[config.mk]
export PLATFORM = sky130hd
export DESIGN_NAME = bfie_front
export DESIGN_NICKNAME = d
export VERILOG_FILES = /design/src/bfie_pkg.sv /design/src/bfie_front.sv
export SDC_FILE = /design/constraint.sdc
export NUM_CORES = 1
export LEC_CHECK = 0
export BUFFER_PORTS_ARGS = -buffer_cell sky130_fd_sc_hd__buf_2
export CAP_MARGIN = 40
export CORE_MARGIN = 3
export CORE_UTILIZATION = 30
export CTS_BUF_LIST = sky130_fd_sc_hd__clkbuf_8
export CTS_CLUSTER_SIZE = 24
export DETAILED_ROUTE_END_ITERATION = 10
export PLACE_DENSITY = 0.56
export SYNTH_ARGS = -nofsm -noshare
export SYNTH_HDL_FRONTEND = slang
export SYNTH_SLANG_ARGS = --single-unit
[constraint.sdc]
create_clock -name clk -period 2.6 [get_ports clk]
set_input_delay 0.13 -clock clk [delete_from_list [all_inputs] [get_ports clk]]
set_output_delay 0.13 -clock clk [all_outputs]
set_load 0.005 [all_outputs]
[src/bfie_pkg.sv]
package bfie_pkg;

	// tape and loop stack geometry
	localparam int TAPE_CELLS = 32768;
	localparam int LOOP_DEPTH = 256;
	localparam int TAPE_AW    = $clog2(TAPE_CELLS);
	localparam int STACK_AW   = (LOOP_DEPTH > 1) ? $clog2(LOOP_DEPTH) : 1;
	localparam int STACK_CW   = $clog2(LOOP_DEPTH + 1);

	// field widths fixed by the interface
	localparam int SYM_W  = 8;
	localparam int POS_W  = 16;
	localparam int CELL_W = 8;
	localparam int DEPTH_W = 16;
	localparam int STAT_W = 2;

	// queue between front and back
	localparam int QUEUE_DEPTH = 2;
	localparam int QUEUE_AW    = $clog2(QUEUE_DEPTH);
	localparam int QUEUE_CW    = $clog2(QUEUE_DEPTH + 1);

	// command symbols
	localparam logic [SYM_W-1:0] SYM_RIGHT = 8'h3E;
	localparam logic [SYM_W-1:0] SYM_LEFT  = 8'h3C;
	localparam logic [SYM_W-1:0] SYM_INC   = 8'h2B;
	localparam logic [SYM_W-1:0] SYM_DEC   = 8'h2D;
	localparam logic [SYM_W-1:0] SYM_IN    = 8'h2C;
	localparam logic [SYM_W-1:0] SYM_OUT   = 8'h2E;
	localparam logic [SYM_W-1:0] SYM_OPEN  = 8'h5B;
	localparam logic [SYM_W-1:0] SYM_CLOSE = 8'h5D;

	// status codes
	localparam logic [STAT_W-1:0] ST_RUNNING  = 2'd0;
	localparam logic [STAT_W-1:0] ST_UNMATCHED = 2'd1;
	localparam logic [STAT_W-1:0] ST_OVERFLOW = 2'd2;
	localparam logic [STAT_W-1:0] ST_HALTED   = 2'd3;

	typedef enum logic [3:0] {
		OP_NOP,
		OP_RIGHT,
		OP_LEFT,
		OP_INC,
		OP_DEC,
		OP_IN,
		OP_OUT,
		OP_OPEN,
		OP_CLOSE
	} op_t;

	typedef struct packed {
		op_t              op;
		logic [POS_W-1:0] next_position;
		logic [CELL_W-1:0] in_byte;
	} op_item_t;

	function automatic op_t classify(input logic [SYM_W-1:0] sym);
		op_t op;
		unique case (sym)
			SYM_RIGHT: op = OP_RIGHT;
			SYM_LEFT:  op = OP_LEFT;
			SYM_INC:   op = OP_INC;
			SYM_DEC:   op = OP_DEC;
			SYM_IN:    op = OP_IN;
			SYM_OUT:   op = OP_OUT;
			SYM_OPEN:  op = OP_OPEN;
			SYM_CLOSE: op = OP_CLOSE;
			default:   op = OP_NOP;
		endcase
		return op;
	endfunction

endpackage

[src/bfie_front.sv]
module bfie_front (
	input  logic                          clk,
	input  logic                          arst_n,
	input  logic                          hold,
	input  logic                          in_valid,
	output logic                          in_ready,
	input  logic [bfie_pkg::SYM_W-1:0]    symbol,
	input  logic [bfie_pkg::POS_W-1:0]    next_position,
	input  logic [bfie_pkg::CELL_W-1:0]   in_byte,
	output logic                          q_valid,
	input  logic                          q_pop,
	output bfie_pkg::op_item_t            q_item
);

	bfie_pkg::op_item_t                  entry_q [bfie_pkg::QUEUE_DEPTH];
	logic [bfie_pkg::QUEUE_AW-1:0]       wr_ptr_q;
	logic [bfie_pkg::QUEUE_AW-1:0]       rd_ptr_q;
	logic [bfie_pkg::QUEUE_CW-1:0]       count_q;
	logic                                push;
	logic                                pop;
	bfie_pkg::op_item_t                  new_item;

	assign in_ready = !hold && (count_q < bfie_pkg::QUEUE_CW'(bfie_pkg::QUEUE_DEPTH));
	assign push     = in_valid && in_ready;
	assign q_valid  = (count_q != '0);
	assign pop      = q_pop && q_valid;
	assign q_item   = entry_q[rd_ptr_q];

	always_comb begin
		new_item.op            = bfie_pkg::classify(symbol);
		new_item.next_position = next_position;
		new_item.in_byte       = in_byte;
	end

	always_ff @(posedge clk) begin
		if (push) begin
			entry_q[wr_ptr_q] <= new_item;
		end
	end

	always_ff @(posedge clk or negedge arst_n) begin
		if (!arst_n) begin
			wr_ptr_q <= '0;
			rd_ptr_q <= '0;
			count_q  <= '0;
		end else begin
			if (push) begin
				wr_ptr_q <= (wr_ptr_q == bfie_pkg::QUEUE_AW'(bfie_pkg::QUEUE_DEPTH - 1))
					? '0 : wr_ptr_q + 1'b1;
			end
			if (pop) begin
				rd_ptr_q <= (rd_ptr_q == bfie_pkg::QUEUE_AW'(bfie_pkg::QUEUE_DEPTH - 1))
					? '0 : rd_ptr_q + 1'b1;
			end
			if (push && !pop) begin
				count_q <= count_q + 1'b1;
			end else if (pop && !push) begin
				count_q <= count_q - 1'b1;
			end
		end
	end

endmodule

==> reports/metrics.yaml, run 1 <==
synthesis:
  synth_fp_nets: 158
  synth_top_area_share_pct: 72.5
  synthCells: 120
  async_flop_share_pct: 6.67
  synthTopCellsByCount: "edfxtp_1 (56), mux2_2 (18), mux2_1 (10)"
  yosysUniqueCellTypes: 22
  synth_most_common_cell: "edfxtp_1"
  netlist_area_sq_um: 2320
  synth_flop_cell: "edfxtp_1"
  yosysWarnings: 0
  synthTopCellsByArea: "edfxtp_1 (72%), mux2_2 (8.7%), mux2_1 (4.9%)"
  ys_seq_elements: 60
  ys_seq_area_share_pct: 76.8
  synth_edf_count: 56
  synth_top_cell_by_area: "edfxtp_1"
  syn_area_per_cell_sq_um: 19.3
timing:
  clock_skew_ps: 6.24
  final_max_slew_viol_count: 0
  setup-violations-final: 0
  hold_viol_final: 0
  max_clock_freq_mhz: 503
  post-route-min-period_ps: 1990
  slew_headroom_pct: 69.4
  fin_crit_sh_pct: 76.4
  finalSetupTns_ps: 0
  tightestPinTransition_ps: 460
  rsz0062_at_grt: "no"
final_layout:
  drive_gt1_share_pct: 46.7
  multiInputGateArea_sq_um: 523
  utilization_pct: 44.5
  regArea_sq_um: 1780
  fillers: 689
  num-nets-final: 260
  area_delta_synth_final_pct: 41.4
  antenna_cells: 0
critical_path:
  r2r_slack_ps: 1090
  path_class: "flop to primary output"
  crit_required_ps: 2470
  path_max_fanout: 19
  arrival_ps: 1860
  worstSetupEndpointType: "primary output"
  crit_path_start: "rd_ptr_q$_DFFE_PN0P_"
  r2r-start: "count_q[1]$_DFFE_PN0P_"
  setup.worst_path.start_class: "flop"
run_status:
  outcome: "completed"
placed_design:
  portBuffers: 66
  finalWeightedCongestion: 0.643
  place_hpwl_um: 2780
floorplanning:
  coreArea_sq_um: 7370
  start_util_pct: 31.5
  die_w_um: 94.0
  fp.dieH_um: 94.0
  dieArea_sq_um: 8830
  num_rows: 31
  ios: 67
clock_tree:
  htree_levels: 3
  cts.clk_slew.worst_paths_ps: 70
  clkLatencyLatePin_ps: 330
  numClockSinks: 60
  cts_hold_buf: 24
  cts_resized: 0
  cts_buffers: 9
  post_cts_buffers: 0
  root_buffer: "clkbuf_8"
  clk_path_buf_depth: 2
  tritoncts: "yes"
global_routing:
  grt_max_degree: 29
  track_usage_pct: 10.6
  antenna_found_initial: 0
  grt_pass1_wl_um: 6840
  overflow: 0
  grt_pass1_vias: 1443
drt:
  vias: 1402
  finalWirelength_um: 4350
  drc: 0
  drt-vias-per-instance: 4.30
  antenna_left: 0
  dr.pass1.iters: 4
  post_drt_wl_per_cell_um: 13.3
  first_iter_violations: 50
min_path:
  min_path_type: "primary input to async pin"
flow_run:
  drv_cap: 0
power_and_ir_drop:
  switching_power_uw: 745
  pwr_density_cell_nw_per_um2: 895
  seq_power_share_pct: 42.8
  switching_share_pct: 25.3
  peakVddDrop_mv: 0.400
  power.leakage_uw: 0.00126
  p_int_uw: 2190
  comb_power_share_pct: 22.7
  p_clk_share_pct: 34.6
[state kept, by name, indices dropped and copies added, names as in the netlist]
register / cells
count_q: 2
rd_ptr_q: 1
wr_ptr_q: 1
entry_q: 56
[cell families (layout without fill, tap and decap cells)]
| logic type | count (synthesis) | in the layout | share of synthesized area, % |
|---|---|---|---|
| AOI/OAI and AO/OA | 4 | 4 | 1.08 |
| xor gates and xnor gates | 7 | 7 | 2.64 |
| adders and majority gates | 1 | 1 | 0.539 |
| buffers and inverters | 4 | 111 | 0.808 |
| DFF | 60 | 60 | 76.8 |
| muxes | 28 | 28 | 13.6 |
| and+or+nand+nor | 16 | 16 | 4.58 |
[layout by cell type, fill, tap and decap left out, types with 2 or more instances in the layout]
cell type and n:
edfxtp_1 56, clkbuf_8 9, dfrtp_1 4, clkinvlp_4 2, nand2_1 4, bufinv_16 3
dlygate4sd3_1 25, mux2_2 18, xor2_1 3, o21ai_1 2, xnor2_1 4, buf_2 66
buf_4 3, nor2_1 2, mux2_1 10, and4bb_2 2
[path summary, 6_finish.rpt]
path                                             to  cells after the start
setup / recovery                         q_item[23]                      3
hold / removal               count_q[1]$_DFFE_PN0P_                      2
setup reg to reg           entry_q[0][23]$_DFFE_PP_                      4
hold reg to reg              count_q[1]$_DFFE_PN0P_                      1
max in group asynchronous      wr_ptr_q$_DFFE_PN0P_                      2
min in group clk               rd_ptr_q$_DFFE_PN0P_                      3
[worst max-delay path, cell delays in order (launching register included)]
cell and delay, ps:
dfrtp_1 630, buf_4 370, mux2_2 390, buf_2 130
[stage by stage]
step / hold slack (ps) / area [sq um] / power, uW / setup WS, ps / cells
floorplan: -166 / 2320 / 1650 / 317 / 120
global placement: -51.0 / 2790 / 1920 / 974 / 285
detailed placement: -47.9 / 2790 / 1930 / 956 / 285
CTS: 1.03 / 3270 / 2980 / 587 / 325
global route: 142 / 3280 / 3100 / 493 / 326
finish: 135 / 3280 / 2940 / 613 / 326
[layer usage]
metal	up-vias	global-route usage (%)	share of wire [%]	wire length, um
li1	666	-	-	-
met2	53	16.3	45	1950
met3	6	4.25	7.6	330
met1	677	13.0	46	2000
met5	-	0	0	0
met4	0	5.05	1.4	63
[power groups by stage]
stage | sequential (uW) | clock (uW) | combinational [uW]
2_1_floorplan | 1240 | 0 | 410
3_3_place_gp | 1280 | 0 | 646
3_5_place_dp | 1280 | 0 | 647
4_1_cts | 1260 | 1040 | 682
5_1_grt | 1270 | 1090 | 740
6_report | 1260 | 1020 | 666
[final cells by class]
| type | count | area share, % |
|---|---|---|
| sequential | 60 | 54.3 |
| timing repair buffer | 94 | 18.4 |
| clock inverter | 7 | 3.74 |
| multi-input combinational | 56 | 15.9 |
| clock buffer | 9 | 3.77 |
| inverter | 1 | 0.114 |
| tap | 99 | 3.77 |
Power figures use the tool's default switching activity.
==> run 2, diff against run 1 <==
==> constraint.sdc (replaced) <==
create_clock -name clk -period 2 [get_ports clk]
set_input_delay 0.1 -clock clk [delete_from_list [all_inputs] [get_ports clk]]
set_output_delay 0.1 -clock clk [all_outputs]
set_load 0.005 [all_outputs]
==> run 2 against run 1 <==
Compared with the run above: sequential share of layout area grew 0.27 points; critical endpoint is now q_item[12]; first-iteration DRC count shrank 26%; largest cell class unchanged; register-to-register slack got worse by 550 ps; critical path depth stayed put; sequential cell count unchanged; clock power barely moved; sequential power is 29% higher; routed wire length fell by 0.16%; clock skew rose by 2.0 ps; largest power group unchanged; non-clock buffer count stayed put.
==> reports/metrics.yaml, run 2 (same netlist as run 1, synthesis figures left out) <==
power_and_ir_drop:
  p_int_uw: 2630
  seq_power_share_pct: 45.4
  p_total_uw: 3580
  switching_share_pct: 26.5
  peakVddDrop_mv: 0.565
  pwr_density_cell_nw_per_um2: 1100
  power.leakage_uw: 0.00125
  comb_power_share_pct: 25.8
  switching_power_uw: 948
  p_clk_share_pct: 28.8
drt:
  finalWirelength_um: 4340
  drt-vias-per-instance: 4.20
  post_drt_wl_per_cell_um: 13.3
  antenna_left: 0
  vias: 1368
  dr.pass1.iters: 4
  first_iter_violations: 37
  drc: 0
min_path:
  min_to: "rd_ptr_q$_DFFE_PN0P_"
  min-delay-start: "q_pop"
  min_path_type: "primary input to flop"
  holdPathStages: 3
timing:
  finalSetupTns_ps: 0
  max_clock_freq_mhz: 584
  final_max_slew_viol_count: 0
  tightestPinTransition_ps: 352
  fin_crit_sh_pct: 85.6
  post-route-min-period_ps: 1710
  hold_viol_final: 0
  rsz0062_at_grt: "no"
  clock_skew_ps: 8.26
  slew_headroom_pct: 76.5
  setup-violations-final: 0
floorplanning:
  die_w_um: 94.0
  num_rows: 31
  fp.dieH_um: 94.0
  ios: 67
  coreArea_sq_um: 7370
  dieArea_sq_um: 8830
  start_util_pct: 31.5
clock_tree:
  cts.clk_slew.worst_paths_ps: 60
  cts_hold_buf: 25
  cts_resized: 0
  clkLatencyLatePin_ps: 330
  clk_path_buf_depth: 2
  cts_buffers: 9
  numClockSinks: 60
  htree_levels: 3
  tritoncts: "yes"
  root_buffer: "clkbuf_8"
  post_cts_buffers: 0
final_layout:
  antenna_cells: 0
  reg_top3: "entry_q x56, count_q x2"
  utilization_pct: 44.3
  max_flop_register: "entry_q"
  largest_reg_flops: 56
  drive_gt1_share_pct: 46.3
  area_delta_synth_final_pct: 40.7
  final_cell_mix: "buf_2 (66), edfxtp_1 (56), dlygate4sd3_1 (25)"
  num-nets-final: 260
  layout_commonest_cell: "buf_2"
  fin_cells: 326
global_routing:
  grt_pass1_vias: 1414
  grt_pass1_wl_um: 6780
  antenna_found_initial: 0
  track_usage_pct: 10.5
  grt_max_degree: 29
  overflow: 0
placed_design:
  dp_cells: 285
  portBuffers: 66
  place_hpwl_um: 2790
  finalWeightedCongestion: 0.638
critical_path:
  worstSetupEndpointType: "primary output"
  critPathBufInv: 2
  path_class: "flop to primary output"
  reg2reg_depth: 5
  r2r-start: "count_q[0]$_DFFE_PN0P_"
  cp_top_family: "flip-flops"
  cp_slowest_cell: "dfrtp_1"
  max_stage_delay_ps: 550
  r2r_end: "count_q[1]$_DFFE_PN0P_"
  crit_chain: "buf_12, mux2_1, buf_2"
  r2r_slack_ps: 540
  path_max_fanout: 23
  setup.worst_path.start_class: "flop"
  crit_required_ps: 1900
  worstSetupPathDepth: 3
  arrival_ps: 1610
run_status:
  outcome: "completed"
flow_run:
  drv_cap: 0
==> run 2: per-layer routing <==
metal,track usage (%),share of wire [%]
met1,12.3,44
met2,16.9,47
met3,5.29,7.9
met4,3.25,1.2
met5,0,0
==> run 2: final cells by class <==
type | count | area (sq um)
multi-input cells | 56 | 523
inverters | 1 | 3.75
flip-flops and latches | 60 | 1780
well taps | 99 | 124
clock inverters | 7 | 68.8
repair buffers | 94 | 641
clock buffers | 9 | 124
fillers | 681 | 4100
==> run 2: worst max path at each step <==
stage | startpoint | to | slack [ps]
after floorplan | count_q[1]$_DFFE_PN0P_ | entry_q[0][0]$_DFFE_PP_ | 170
final | rd_ptr_q$_DFFE_PN0P_ | q_item[12] | 290
after detailed placement | count_q[0]$_DFFE_PN0P_ | count_q[1]$_DFFE_PN0P_ | 560
after CTS | rd_ptr_q$_DFFE_PN0P_ | q_item[9] | 220
after global placement | count_q[0]$_DFFE_PN0P_ | count_q[1]$_DFFE_PN0P_ | 580
after global routing | rd_ptr_q$_DFFE_PN0P_ | q_item[9] | 200
==> run 2: power by group through the flow <==
stage	logic, uW	clock network, uW	registers (uW)
after floorplan	535	0	1610
after global placement	898	0	1650
after detailed placement	904	0	1650
after CTS	948	1070	1630
after global routing	1010	1130	1640
final	923	1030	1620
==> run 2: stage by stage <==
step / setup slack [ps] / hold slack, ps / instance area [sq um]
after floorplan: 174 / -196 / 2320
after global placement: 581 / -78.7 / 2820
after detailed placement: 557 / -81.8 / 2820
after CTS: 223 / 74.5 / 3270
after global routing: 196 / 92.8 / 3270
final: 289 / 88.3 / 3270
==> run 2: tightest hold or removal path, cell delays in order <==
cell and delay [ps]:
buf_2 100, nand2_1 100, xnor2_1 70
